File: config.mk
export PLATFORM = sky130hd
export DESIGN_NAME = c_escape_unescape
export DESIGN_NICKNAME = d
export VERILOG_FILES = /design/src/rtl/core/ceu_pkg.sv /design/src/rtl/core/ceu_decode.sv /design/src/rtl/core/ceu_outq.sv /design/src/rtl/core/c_escape_unescape.sv
export VERILOG_INCLUDE_DIRS = /design/src /design/src/rtl/core
export SDC_FILE = /design/constraint.sdc
export NUM_CORES = 1
export LEC_CHECK = 0
export BUFFER_PORTS_ARGS = -buffer_cell sky130_fd_sc_hd__buf_2
export CORE_MARGIN = 4
export CORE_UTILIZATION = 55
export CTS_CLUSTER_SIZE = 30
export DETAILED_ROUTE_END_ITERATION = 10
export PLACE_DENSITY = 0.73
export SYNTH_ARGS = -nofsm -noshare
export SYNTH_HDL_FRONTEND = slang
export SYNTH_SLANG_ARGS = --single-unit
File: constraint.sdc
create_clock -name clk -period 3.52 [get_ports clk]
set_input_delay 0.352 -clock clk [delete_from_list [all_inputs] [get_ports clk]]
set_output_delay 0.352 -clock clk [all_outputs]
set_load 0.01 [all_outputs]
File: src/rtl/core/c_escape_unescape_assert.svh
// assertion macros for the escape decoder, empty under synthesis
`ifndef C_ESCAPE_UNESCAPE_ASSERT_SVH
`define C_ESCAPE_UNESCAPE_ASSERT_SVH
`ifndef SYNTHESIS
`define CEU_ASSERT(lbl, clk, rst_n, prop, msg) \
  lbl: assert property (@(posedge clk) disable iff (!rst_n) prop) else $error(msg);
`define CEU_ASSERT_NR(lbl, clk, prop, msg) \
  lbl: assert property (@(posedge clk) prop) else $error(msg);
`else
`define CEU_ASSERT(lbl, clk, rst_n, prop, msg)
`define CEU_ASSERT_NR(lbl, clk, prop, msg)
`endif
`endif

File: src/rtl/core/ceu_pkg.sv
// shared types, codes and the escape letter table of the escape decoder
package ceu_pkg;

  localparam logic [7:0] CHAR_BACKSLASH = 8'h5C;
  localparam logic [7:0] CHAR_ZERO      = 8'h30;
  localparam logic [7:0] CHAR_SEVEN     = 8'h37;
  localparam logic [7:0] CHAR_NUL       = 8'h00;
  localparam int unsigned QDEPTH        = 4;

  typedef enum logic [1:0] {
    MODE_PLAIN = 2'd0,
    MODE_ESC   = 2'd1,
    MODE_OCT1  = 2'd2,
    MODE_OCT2  = 2'd3
  } mode_t;

  typedef struct packed {
    logic [7:0] data;
    logic       eos;
    logic       last;
  } res_t;

  typedef struct packed {
    logic [1:0] cnt;
    res_t       r0;
    res_t       r1;
  } dec_out_t;

  function automatic logic is_octal(input logic [7:0] b);
    is_octal = (b >= CHAR_ZERO) && (b <= CHAR_SEVEN);
  endfunction

  function automatic logic [7:0] escape_code(input logic [7:0] b);
    unique case (b)
      8'h61:   escape_code = 8'd7;
      8'h62:   escape_code = 8'd8;
      8'h66:   escape_code = 8'd12;
      8'h6E:   escape_code = 8'd10;
      8'h72:   escape_code = 8'd13;
      8'h74:   escape_code = 8'd9;
      8'h76:   escape_code = 8'd11;
      default: escape_code = b;
    endcase
  endfunction

endpackage

File: src/rtl/core/ceu_decode.sv
// escape parser: mode and octal registers, one byte decided per beat
module ceu_decode (
  input  logic              clk,
  input  logic              rst_n,
  input  logic              fire,
  input  logic [7:0]        in_data,
  output ceu_pkg::dec_out_t dec
);
  import ceu_pkg::*;

  mode_t      mode_r, mode_nxt;
  logic [7:0] acc_r, acc_nxt;
  logic [7:0] oct_v;

  assign oct_v = {acc_r[4:0], in_data[2:0]};

  always_ff @(posedge clk) begin
    if (!rst_n) begin
      mode_r <= MODE_PLAIN;
      acc_r  <= '0;
    end else if (fire) begin
      mode_r <= mode_nxt;
      acc_r  <= acc_nxt;
    end
  end

  // next state
  always_comb begin
    mode_nxt = mode_r;
    acc_nxt  = acc_r;
    unique case (mode_r)
      MODE_PLAIN: begin
        if (in_data == CHAR_NUL) begin
          acc_nxt = '0;
        end else if (in_data == CHAR_BACKSLASH) begin
          mode_nxt = MODE_ESC;
        end
      end
      MODE_ESC: begin
        if (in_data == CHAR_NUL) begin
          mode_nxt = MODE_PLAIN;
          acc_nxt  = '0;
        end else if (is_octal(in_data)) begin
          mode_nxt = MODE_OCT1;
          acc_nxt  = {5'd0, in_data[2:0]};
        end else begin
          mode_nxt = MODE_PLAIN;
        end
      end
      MODE_OCT1, MODE_OCT2: begin
        if (is_octal(in_data) && mode_r == MODE_OCT1) begin
          mode_nxt = MODE_OCT2;
          acc_nxt  = oct_v;
        end else begin
          acc_nxt  = '0;
          mode_nxt = (!is_octal(in_data) && in_data == CHAR_BACKSLASH) ? MODE_ESC : MODE_PLAIN;
        end
      end
      default: begin
        mode_nxt = MODE_PLAIN;
        acc_nxt  = '0;
      end
    endcase
  end

  // results
  always_comb begin
    dec = '0;
    unique case (mode_r)
      MODE_PLAIN: begin
        if (in_data == CHAR_NUL) begin
          dec.cnt = 2'd1;
          dec.r0  = '{data: CHAR_NUL, eos: 1'b1, last: 1'b1};
        end else if (in_data != CHAR_BACKSLASH) begin
          dec.cnt = 2'd1;
          dec.r0  = '{data: in_data, eos: 1'b0, last: 1'b1};
        end
      end
      MODE_ESC: begin
        if (in_data == CHAR_NUL) begin
          dec.cnt = 2'd1;
          dec.r0  = '{data: CHAR_NUL, eos: 1'b1, last: 1'b1};
        end else if (!is_octal(in_data)) begin
          dec.cnt = 2'd1;
          dec.r0  = '{data: escape_code(in_data), eos: 1'b0, last: 1'b1};
        end
      end
      MODE_OCT1, MODE_OCT2: begin
        if (is_octal(in_data)) begin
          if (mode_r == MODE_OCT2) begin
            dec.cnt = 2'd1;
            dec.r0  = '{data: oct_v, eos: 1'b0, last: 1'b1};
          end
        end else if (in_data == CHAR_BACKSLASH) begin
          dec.cnt = 2'd1;
          dec.r0  = '{data: acc_r, eos: 1'b0, last: 1'b1};
        end else begin
          dec.cnt = 2'd2;
          dec.r0  = '{data: acc_r, eos: 1'b0, last: 1'b0};
          dec.r1  = '{data: in_data, eos: (in_data == CHAR_NUL), last: 1'b1};
        end
      end
      default: dec = '0;
    endcase
  end

endmodule

File: src/rtl/core/ceu_outq.sv
// result queue: takes up to two results per beat, hands out one per beat
module ceu_outq (
  input  logic              clk,
  input  logic              rst_n,
  input  logic              push,
  input  ceu_pkg::dec_out_t dec,
  output logic              room,
  output logic              out_valid,
  input  logic              out_stall,
  output ceu_pkg::res_t     out_res
);
  import ceu_pkg::*;

  localparam int unsigned PW = $clog2(QDEPTH);
  localparam int unsigned CW = $clog2(QDEPTH + 1);

  res_t          q_r [QDEPTH];
  logic [PW-1:0] wr_ptr_r, rd_ptr_r;
  logic [CW-1:0] cnt_r;
  logic [PW-1:0] wr_ptr1;
  logic [1:0]    n_push;
  logic          pop;

  assign n_push    = push ? dec.cnt : 2'd0;
  assign pop       = out_valid && !out_stall;
  assign out_valid = (cnt_r != '0);
  assign room      = (cnt_r <= CW'(QDEPTH - 2));
  assign out_res   = q_r[rd_ptr_r];
  assign wr_ptr1   = wr_ptr_r + PW'(1);

  always_ff @(posedge clk) begin
    if (!rst_n) begin
      wr_ptr_r <= '0;
      rd_ptr_r <= '0;
      cnt_r    <= '0;
    end else begin
      wr_ptr_r <= wr_ptr_r + PW'(n_push);
      rd_ptr_r <= rd_ptr_r + PW'(pop);
      cnt_r    <= cnt_r + CW'(n_push) - CW'(pop);
    end
  end

  always_ff @(posedge clk) begin
    if (n_push != 2'd0) begin
      q_r[wr_ptr_r] <= dec.r0;
    end
    if (n_push == 2'd2) begin
      q_r[wr_ptr1] <= dec.r1;
    end
  end

endmodule

File: src/rtl/core/c_escape_unescape.sv
// top level of the C string escape decoder
//
// input channel: in_valid / in_stall carry one string byte per beat in
// in_byte; a zero byte ends the string. result channel: out_valid /
// out_stall carry one decoded byte per beat with out_end_of_string on the
// terminator and out_last_of_run on the last result of an input byte.
// an input byte gives zero, one or two results.
// a result passes the input register, then decode into a four-entry result
// queue, before it is offered on the result channel.
// throughput: one input byte per cycle while results drain; a byte that
// gives two results sends both through the single-result output port, so
// the sustained rate is set by that port.
// in_stall rises when the input register holds a byte and the queue has
// fewer than two free entries; a stall on the result side backs up into
// the queue and then into in_stall. in_stall is high during reset.
// reset (synchronous, rst_n low) empties the queue and returns the parser
// to the plain state with the octal value cleared.
module c_escape_unescape (
  input  logic       clk,
  input  logic       rst_n,
  input  logic       in_valid,
  output logic       in_stall,
  input  logic [7:0] in_byte,
  output logic       out_valid,
  input  logic       out_stall,
  output logic [7:0] out_byte,
  output logic       out_end_of_string,
  output logic       out_last_of_run
);
  import ceu_pkg::*;
`include "c_escape_unescape_assert.svh"

  logic       in_vld_r;
  logic [7:0] in_byte_r;
  logic       room;
  logic       fire;
  dec_out_t   dec;
  res_t       out_res;

  assign fire     = in_vld_r && room;
  assign in_stall = !rst_n || (in_vld_r && !room);

  always_ff @(posedge clk) begin
    if (!rst_n) begin
      in_vld_r <= 1'b0;
    end else if (!in_stall) begin
      in_vld_r <= in_valid;
    end
  end

  always_ff @(posedge clk) begin
    if (!in_stall && in_valid) begin
      in_byte_r <= in_byte;
    end
  end

  ceu_decode u_decode (
    .clk     (clk),
    .rst_n   (rst_n),
    .fire    (fire),
    .in_data (in_byte_r),
    .dec     (dec)
  );

  ceu_outq u_outq (
    .clk       (clk),
    .rst_n     (rst_n),
    .push      (fire),
    .dec       (dec),
    .room      (room),
    .out_valid (out_valid),
    .out_stall (out_stall),
    .out_res   (out_res)
  );

  assign out_byte          = out_res.data;
  assign out_end_of_string = out_res.eos;
  assign out_last_of_run   = out_res.last;

  `CEU_ASSERT(a_nul_gives_result, clk, rst_n, fire && in_byte_r == CHAR_NUL |-> dec.cnt != 2'd0, "zero byte gave no result")
  `CEU_ASSERT(a_pair_last, clk, rst_n, dec.cnt == 2'd2 |-> dec.r1.last && !dec.r0.last && !dec.r0.eos, "bad last flags on result pair")
  `CEU_ASSERT(a_eos_zero, clk, rst_n, out_valid && out_end_of_string |-> out_byte == CHAR_NUL && out_last_of_run, "terminator not zero or not last")
  `CEU_ASSERT_NR(a_reset_stall, clk, !rst_n |-> in_stall, "input taken during reset")

endmodule
# Word level (Yosys, flattened, before mapping)
# Memories as Yosys holds them, arrays and structs flattened. A register that Yosys moved wholly into a read port is not among the register bits.
# Cells that the tools add are included.
totals:
  regBits: 26
  ramBits: 40
  input_bits: 12
  output_inout_bits: 12
  wordCells: 83
  mem_count: 1
op_classes:
  addsub: 5
  magnitude_cmp: 3
  n_eq_ne: 17
  mux: 30
  reduce_logical: 20
memory_table:
  columns: ["memory", "words", "word_bits", "rd", "rd_ports_with_merged_regs", "wr", "line_no", "source"]
  rows:
  - ["u_outq.q_r", 4, 10, 1, 1, 2, "ceu_outq.sv:17", "res_t q_r [QDEPTH];"]
op_table:
  columns: ["cell", "n"]
  rows:
  - ["8-bit by 7-bit equality test with 1-bit output (second input constant)", 8]
  - ["8-bit case mux with 7 select lines", 1]
  - ["12-bit two-way mux", 4]
  - ["12-bit case mux with 3 select lines", 1]
  - ["11-bit two-way mux", 3]
  - ["8-bit two-way mux", 4]
  - ["10-bit two-way mux", 3]
  - ["8-bit case mux with 3 select lines", 1]
  - ["2-bit two-way mux", 7]
  - ["8-bit by 6-bit >= comparator with 1-bit output (second input constant)", 1]
  - ["8-bit by 6-bit <= comparator with 1-bit output (second input constant)", 1]
  - ["8-bit zero test", 1]
  - ["8-bit by 7-bit != test with 1-bit output (second input constant)", 1]
  - ["1-bit logical AND", 7]
  - ["2-bit equality test (second input constant)", 3]
  - ["2-bit case mux with 3 select lines", 1]
  - ["3-bit AND reduction", 2]
  - ["1-bit zero test", 5]
  - ["1-bit two-way mux", 5]
  - ["2-bit by 1-bit != test with 1-bit output (second input constant)", 2]
  - ["3-bit by 2-bit adder with 3-bit output", 1]
  - ["3-bit by 2-bit <= comparator with 1-bit output (second input constant)", 1]
  - ["3-bit by 1-bit != test with 1-bit output (second input constant)", 1]
  - ["3-bit nonzero test", 1]
  - ["10 further kinds", 10]

# Logic depth before layout (Yosys ltp)
# Gate-level depths: netlist (run 1).
logic_depth:
  ltp_word: 9
  mapped_depth: 12
  mapped_depth_nobuf: 10

# Cells and area by module
# Synthesis (run 1) repeated with hierarchy kept, for this count alone.
unflattened:
  cells_unflattened: 313
  hier_area_um2: 3794.9
by_module_without_submodules:
  columns: ["module", "instances", "cells_per_inst", "area_per_inst_um2", "seq_area_each_um2"]
  rows:
  - ["ceu_outq", 1, 150, 2449.8, 1341.3]
  - ["ceu_decode", 1, 148, 1043.5, 200.2]
  - ["c_escape_unescape", 1, 15, 301.5, 260.2]

# Least setup slack after synthesis (run 1)
# Ideal clock, no wire load.
synth_timing:
  path_type: "register to register"
  from: "reg in_byte_r[7]"
  to: "reg u_outq.cnt_r[2]"
  setup_ps: 117
  arrival_time_ps: 2482
  required_ps: 3403
  slack_ps: 921
  stages_incl_launch_ff: 13
  n_path_buf: 2
  period_less_slack_ps: 2599
  path_cell_list: "edfxtp_1 -> buf_2 -> or3b_1 -> buf_2 -> o31ai_2 -> o211ai_4 -> nand3_1 -> inv_1 -> ha_1 -> fa_1 -> xor2_1 -> xnor2_1 -> nor2_1"
synth_between:
  elab_chain_len: 8
  word_cells_on_any_way: 16
  classes_between: "add/sub (2); order compare (2); eq/ne (2); mux (8); reduce/logical (2)"
synth_lines:
  columns: ["element", "line_no", "source"]
  rows:
  - ["start: declaration", "c_escape_unescape.sv:34", "logic [7:0] in_byte_r;"]
  - ["start signal: assignment", "c_escape_unescape.sv:53", "in_byte_r <= in_byte;"]
  - ["8-bit by 6-bit >= comparator with 1-bit output or 8-bit by 6-bit <= comparator with 1-bit output (tied branches)", "ceu_pkg.sv:30", "is_octal = (b >= CHAR_ZERO) && (b <= CHAR_SEVEN);"]
  - ["1-bit logical AND", "ceu_pkg.sv:30", null]
  - ["11-bit two-way mux", "ceu_decode.sv:83", "end else if (!is_octal(in_data)) begin"]
  - ["12-bit two-way mux", "ceu_decode.sv:80", "if (in_data == CHAR_NUL) begin"]
  - ["12-bit case mux with 3 select lines (*)", "ceu_decode.sv:69", "unique case (mode_r)"]
  - ["2-bit two-way mux (*)", "ceu_outq.sv:24", "assign n_push = push ? dec.cnt : 2'd0;"]
  - ["3-bit by 2-bit adder with 3-bit output (*)", "ceu_outq.sv:39", "cnt_r <= cnt_r + CW'(n_push) - CW'(pop);"]
  - ["3-bit by 1-bit subtractor with 3-bit output (*)", "ceu_outq.sv:39", null]
  - ["end signal: assignment", "ceu_outq.sv:39", null]
  - ["end: declaration", "ceu_outq.sv:19", "logic [CW-1:0] cnt_r;"]
# Every way passes the cells marked *; elsewhere a longest branch is shown, timed or not.
# A chain may end at the register's enable or synchronous reset.

# Final worst setup path (run 1)
layout_timing:
  from: "reg in_byte_r[3]"
  to: "reg u_outq.cnt_r[2]"
# Same word-level chain as after synthesis.

==> flow_metrics.py, run 1 <==
metrics = {
    "clocking": {
        "cts.clk_slew.worst_paths_ns": 0.07,
        "cts_resized": 0,
        "cts.sinks": 66,
        "cts.path.max_buffers": 2,
        "cts_hold_buf": 0,
        "h-tree-depth": 3,
        "cts_buffers": 9,
        "cts_tree": "yes",
        "cts_root_buffer": "clkbuf_8",
        "postCtsSetupBuffers": 0,
        "insertion_delay_ns": 0.35,
    },
    "global_route": {
        "first_global_vias": 2700,
        "grt_pass1_wl_um": 14000,
        "grt_usage_pct": 21.6,
        "grt_max_degree": 24,
        "gr-total-overflow": 0,
        "antenna_found_initial": 0,
    },
    "sta": {
        "rsz0062_at_grt": "no",
        "period_share_pct": 82.0,
        "finalSetupViolCount": 0,
        "final.setup.tns_ns": 0,
        "drv_slew": 0,
        "finalHoldViolCount": 0,
        "worst_pin_slew_ns": 0.784,
        "whs_ns": 0.175,
        "finalClockSkew_ns": 0.00664,
        "fmax_mhz": 346,
        "slew-limit-headroom_pct": 47.6,
        "min_period_ns": 2.89,
    },
    "synthesis": {
        "async_reset_ff_share_pct": 0,
        "synth_nets": 379,
        "ys_types": 64,
        "synth_edf_count": 48,
        "ys_warn_count": 0,
        "syn-cell-area_mm2": 0.00378,
        "syn_inst": 362,
        "yosys_most_used_dff": "edfxtp_1",
        "yosysSeqAreaShare_pct": 47.7,
        "synth_area_leaders": "edfxtp_1 (38%), dfxtp_1 (9.5%), mux4_2 (6.0%), nand2_1 (4.3%), mux2i_1 (3.2%)",
        "ys_ff_latch": 66,
        "synth_area_per_cell_um2": 10.4,
        "synth_top_area_share_pct": 38.1,
        "yosysTopAreaCell": "edfxtp_1",
    },
    "setup_path": {
        "path_buf_inv": 2,
        "path_class": "register to register",
        "worst-path-stages": 10,
        "critPathMaxFanout": 15,
        "crit_family": "simple AND/OR/NAND/NOR gates",
        "worstPathRequired_ns": 3.76,
        "crit_arrival_ns": 3.13,
        "reg2reg_setup_slack_ns": 0.63,
        "start_kind": "register",
        "startpoint": "in_byte_r[3]$_DFFE_PP_",
        "cp_common_cell": "inv_1",
        "cp-end-kind": "register",
        "cp_slowest_stage_delay_ns": 0.63,
        "cp_cell_sequence": "nand2b_1 -> o21ai_4 -> nor3_1 -> inv_1 -> ha_1 -> inv_1 -> fa_1 -> xor2_1 -> xnor2_1 -> nor2_1",
        "setup.worst_path.end": "u_outq.cnt_r[2]$_SDFF_PN0_",
        "rr_worst_depth": 10,
        "crit_slowest_cell": "edfxtp_1",
        "rr_endpoint": "u_outq.cnt_r[2]$_SDFF_PN0_",
        "rr_startpoint": "in_byte_r[3]$_DFFE_PP_",
    },
    "drt": {
        "firstDrtPassIters": 6,
        "via_per_inst": 6.35,
        "post-route-drc-count": 0,
        "wl_per_cell_um": 18.1,
        "drt-total-wl_um": 8420,
        "dr.first_iter.drc_count": 308,
        "ant_nets": 0,
        "vias": 2953,
    },
    "layout": {
        "fillCellCount": 512,
        "final_nets": 400,
        "syn2layout_area_growth_pct": 10.9,
        "drive_above_1_share_pct": 19.1,
        "antenna_cells": 0,
    },
    "floorplan": {
        "fp-row-count": 29,
        "start_util_pct": 58.2,
        "die_w_um": 90.9,
        "io_pins": 24,
        "core_mm2": 0.00649,
        "fp.dieH_um": 90.9,
        "die_area_mm2": 0.00826,
    },
    "power_and_ir_drop": {
        "internal_power_mw": 1.55,
        "p_sw_mw": 0.546,
        "p_total_mw": 2.10,
        "ir_drop_v": 0.000302,
        "combPwrFrac_pct": 17.9,
        "p_leak_nw": 1.54,
        "powerDensity_mw_per_mm2": 501,
        "p_clk_share_pct": 36.3,
        "p_seq_share_pct": 45.7,
        "switching_share_pct": 26.0,
    },
    "place": {
        "gp_congestion": 0.988,
        "hpwl_um": 6090,
        "port_buffers": 23,
    },
    "hold_path": {
        "worstHoldPathType": "primary input to register",
    },
    "job": {
        "drv_cap": 0,
    },
    "outcome": {
        "status": "completed",
    },
}
## sequential cells by signal, summed over array words and instances, names as in the netlist
register	flops
u_outq.cnt_r	3
u_outq.rd_ptr_r	2
u_decode.acc_r	8
u_decode.mode_r	2
in_byte_r	8
u_outq.q_r	40
in_vld_r	1
u_outq.wr_ptr_r	2
## cell families after synthesis
| logic type | after synthesis | share of synthesized area [%] |
|---|---|---|
| and+or+nand+nor | 131 | 18.1 |
| AOI/OAI and AO/OA | 96 | 18.0 |
| DFF | 66 | 47.7 |
| buffers and inverters | 38 | 4.27 |
| muxes | 22 | 9.14 |
| adders and majority gates | 5 | 1.85 |
| xor gates and xnor gates | 4 | 0.927 |
## power groups by stage
stage / clock network [mW] / registers (mW) / logic (mW)
finish: 0.763 / 0.960 / 0.376
global route: 0.801 / 0.971 / 0.425
CTS: 0.768 / 0.963 / 0.381
detailed placement: 0 / 0.979 / 0.379
global placement: 0 / 0.976 / 0.375
floorplan: 0 / 0.927 / 0.314
## how the worst min path moves through the flow
stage | start | endpoint | slack (ns) | depth (start not counted)
floorplan | u_decode.acc_r[7]$_SDFFE_PN0P_ | u_decode.acc_r[7]$_SDFFE_PN0P_ | 0.43 | 2
CTS | in_byte[1] | in_byte_r[1]$_DFFE_PP_ | 0.16 | 1
detailed placement | u_decode.acc_r[7]$_SDFFE_PN0P_ | u_decode.acc_r[7]$_SDFFE_PN0P_ | 0.48 | 2
finish | in_byte[4] | in_byte_r[4]$_DFFE_PP_ | 0.18 | 1
global placement | u_decode.acc_r[7]$_SDFFE_PN0P_ | u_decode.acc_r[7]$_SDFFE_PN0P_ | 0.44 | 2
global route | in_byte[0] | in_byte_r[0]$_DFFE_PP_ | 0.16 | 1
## layer usage
metal  global-route usage, %  share of wire (%)  vias up
met5                       0                  0        -
met4                    10.6                3.1        0
met3                    5.25                8.0       27
met2                    32.3                 45      138
met1                    29.5                 44     1381
li1                        -                  -     1407
## per-stage QoR
stage | instance area (µm²) | cells | setup WS, ns | util, %
after detailed placement | 3960 | 449 | 0.636 | 60.9
after floorplan | 3780 | 362 | 0.921 | -
final | 4190 | 465 | 0.632 | 64.5
after CTS | 4190 | 465 | 0.633 | 64.5
after global placement | 3960 | 449 | 0.730 | 60.9
after global routing | 4190 | 465 | 0.353 | 64.5
## layout by cell type, fill, tap and decap left out, drive strengths merged, types with 8 or more instances in the layout
| cell type | netlist | routed |
|---|---|---|
| nand3 | 11 | 11 |
| inv | 15 | 15 |
| dfxtp | 18 | 18 |
| o21ai | 21 | 21 |
| nor2 | 27 | 27 |
| mux4 | 10 | 10 |
| buf | 10 | 32 |
| mux2i | 12 | 12 |
| a21oi | 26 | 26 |
| edfxtp | 48 | 48 |
| clkbuf | 12 | 11 |
| and2 | 8 | 8 |
| nand2 | 43 | 43 |
## layout make-up
class                           count  area (µm²)  share of cell area [%]
Sequential cell                    66        1800                    43.0
Clock buffer                       11         131                    3.13
Inverter                           16        60.1                    1.43
Timing Repair Buffer               32         183                    4.36
Clock inverter                      5         103                    2.45
Multi-Input combinational cell    258        1820                    43.3
Tap cell                           77        96.3                    2.30
## cells in the mapped netlist (all sizes together), types with 2 or more instances
master   count
o21a         4
mux4        10
nor2b        4
nand3       11
a21o         4
buf         10
nor3         3
o211ai       5
inv         15
or4          2
a211oi       7
a211o        4
clkbuf      12
dfxtp       18
edfxtp      48
ha           4
and3         7
a22oi        6
xor2         2
o221ai       2
nand4        7
and4b        2
nor4         5
mux2i       12
a31oi        2
o21ai       21
nand2b       3
xnor2        2
nand2       43
o2bb2ai      3
and2         8
nor2        27
o22ai        3
a21oi       26
Power figures use the tool's default switching activity.
==> inputs of run 2 (changes only) <==
--- a/config.mk
+++ b/config.mk
@@ -11,7 +11,7 @@
 export CORE_UTILIZATION = 55
 export CTS_CLUSTER_SIZE = 30
 export DETAILED_ROUTE_END_ITERATION = 10
-export PLACE_DENSITY = 0.73
+export PLACE_DENSITY = 0.76
 export SYNTH_ARGS = -nofsm -noshare
 export SYNTH_HDL_FRONTEND = slang
 export SYNTH_SLANG_ARGS = --single-unit
==> constraint.sdc (replaced) <==
create_clock -name clk -period 2.6 [get_ports clk]
set_input_delay 0.26 -clock clk [delete_from_list [all_inputs] [get_ports clk]]
set_output_delay 0.26 -clock clk [all_outputs]
set_load 0.01 [all_outputs]
==> run 2 against run 1 <==
  * Register-to-register slack got worse by 0.47 ns
  * Die area unchanged
  * Routed wire length is 2.3% higher
  * Sequential power is 30% higher
  * Combinational power increased by 62%
  * Cell area grew 4.8%
  * Total power increased by 38%
  * Critical path depth unchanged
  * Critical endpoint unchanged
  * Largest cell class unchanged
==> flow_metrics.py, run 2 (synthesis gave the netlist of run 1 again) <==
metrics = {
    "drt": {
        "drt-total-wl_um": 8610,
        "post-route-drc-count": 0,
        "dr.first_iter.drc_count": 264,
        "firstDrtPassIters": 5,
        "ant_nets": 0,
        "via_per_inst": 6.12,
        "wl_per_cell_um": 17.7,
        "vias": 2976,
    },
    "hold_path": {
        "worstHoldPathType": "primary input to register",
        "hold_start": "in_byte[3]",
        "worstHoldPathCells": 1,
        "holdPathEnd": "in_byte_r[3]$_DFFE_PP_",
    },
    "setup_path": {
        "critPathMaxFanout": 4,
        "crit_arrival_ns": 2.67,
        "reg2reg_setup_slack_ns": 0.16,
        "rr_startpoint": "in_byte_r[6]$_DFFE_PP_",
        "crit_family": "simple AND/OR/NAND/NOR gates",
        "path_buf_inv": 1,
        "crit_slowest_cell": "or3b_4",
        "cp_cell_sequence": "or3b_4 -> o31ai_4 -> o211ai_4 -> nand3_1 -> inv_1 -> ha_1 -> fa_2 -> xor2_2 -> xnor2_1 -> nor2_1",
        "rr_worst_depth": 10,
        "start_kind": "register",
        "cp_slowest_stage_delay_ns": 0.44,
        "cp-end-kind": "register",
        "path_class": "register to register",
        "worstPathRequired_ns": 2.83,
        "rr_endpoint": "u_outq.cnt_r[2]$_SDFF_PN0_",
    },
    "sta": {
        "min_period_ns": 2.44,
        "slew-limit-headroom_pct": 38.0,
        "finalSetupViolCount": 0,
        "period_share_pct": 93.7,
        "rsz0062_at_grt": "yes",
        "fmax_mhz": 410,
        "worst_pin_slew_ns": 0.927,
        "whs_ns": 0.0906,
        "finalClockSkew_ns": 0.00945,
        "drv_slew": 0,
        "finalHoldViolCount": 0,
    },
    "layout": {
        "fillCellCount": 499,
        "top_register": "u_outq.q_r",
        "layout_common_cells": "edfxtp_1 (48), nand2_1 (43), buf_4 (30)",
        "multi_input_comb_area_mm2": 0.00185,
        "antenna_cells": 0,
        "final_common_cell": "edfxtp_1",
        "final_nets": 421,
        "reg_top3": "u_outq.q_r (40), in_byte_r (8), u_decode.acc_r (8)",
        "seqCellArea_mm2": 0.00180,
        "largest_reg_flops": 40,
        "drive_above_1_share_pct": 25.4,
        "syn2layout_area_growth_pct": 16.2,
    },
    "floorplan": {
        "fp.dieH_um": 90.9,
        "core_mm2": 0.00649,
        "die_area_mm2": 0.00826,
        "io_pins": 24,
        "fp-row-count": 29,
        "die_w_um": 90.9,
        "start_util_pct": 58.2,
    },
    "global_route": {
        "antenna_found_initial": 0,
        "grt_pass1_wl_um": 14100,
        "gr-total-overflow": 0,
        "first_global_vias": 2837,
        "grt_usage_pct": 21.9,
        "grt_max_degree": 17,
    },
    "power_and_ir_drop": {
        "p_total_mw": 2.89,
        "powerDensity_mw_per_mm2": 658,
        "p_leak_nw": 1.64,
        "ir_drop_v": 0.000426,
    },
    "clocking": {
        "postCtsSetupBuffers": 0,
        "cts_root_buffer": "clkbuf_8",
        "insertion_delay_ns": 0.35,
        "cts_tree": "yes",
        "cts.clk_slew.worst_paths_ns": 0.07,
        "cts_hold_buf": 0,
        "cts_buffers": 9,
        "cts.sinks": 66,
        "cts.path.max_buffers": 2,
        "h-tree-depth": 3,
    },
    "outcome": {
        "status": "completed",
    },
    "place": {
        "port_buffers": 23,
        "hpwl_um": 6280,
        "gp_congestion": 0.889,
    },
    "job": {
        "drv_cap": 0,
    },
}
-- run 2: cell count changes in the layout (fill, tap and decap cells not counted), sizes merged --
cell	previous run	this run
clkbuf	11	10
clkinv	2	3
buf	32	53
-- run 2: per-layer routing --
layer | wire length, µm | share of wire [%] | GRT usage (%)
met3 | 523 | 6.1 | 5.67
met5 | 0 | 0 | 0
met1 | 3780 | 44 | 29.3
met2 | 4110 | 48 | 34.4
met4 | 200 | 2.3 | 8.42
-- run 2: area by class of cell --
class,instances,area share (%)
clock inverters,6,2.62
multi-input cells,258,42.1
flip-flops and latches,66,41.0
inverters,16,1.37
repair buffers,53,7.75
clock buffers,10,2.91
well taps,77,2.19
-- run 2: worst max-delay path by stage --
stage	start	slack, ns	cells after the start	end
after floorplan	in_byte_r[7]$_DFFE_PP_	0.0006	12	u_outq.cnt_r[2]$_SDFF_PN0_
after global placement	in_byte_r[6]$_DFFE_PP_	0.07	6	u_outq.q_r[0][5]$_DFFE_PP_
after detailed placement	in_byte_r[6]$_DFFE_PP_	-0.02	6	u_outq.q_r[1][6]$_DFFE_PP_
after CTS	in_byte_r[6]$_DFFE_PP_	0.03	10	u_outq.cnt_r[2]$_SDFF_PN0_
after global routing	in_byte_r[6]$_DFFE_PP_	-0.01	10	u_outq.cnt_r[2]$_SDFF_PN0_
final	in_byte_r[6]$_DFFE_PP_	0.16	10	u_outq.cnt_r[2]$_SDFF_PN0_
-- run 2: repair_timing --
item / in CTS / in global routing
endpoints found under the setup margin: 11 / 21
pin swaps: 0 / 1
gates resized for setup: 3 / 6
-- run 2: metrics by stage --
step	util (%)	instances	cell area (µm²)	TNS (ns)	setup WS (ns)
finish	67.6	486	4390	0	0.163
global route	67.6	486	4390	-0.0129	-0.0129
CTS	67.3	486	4370	0	0.0258
detailed placement	63.4	470	4120	-0.157	-0.0168
global placement	63.4	470	4120	0	0.0745
floorplan	-	362	3780	0	0.000599
-- run 2: power by group --
group          switching (mW)  internal, mW  total [mW]
registers              0.0484          1.20        1.25
logic                   0.315         0.295       0.610
clock network           0.393         0.640        1.03
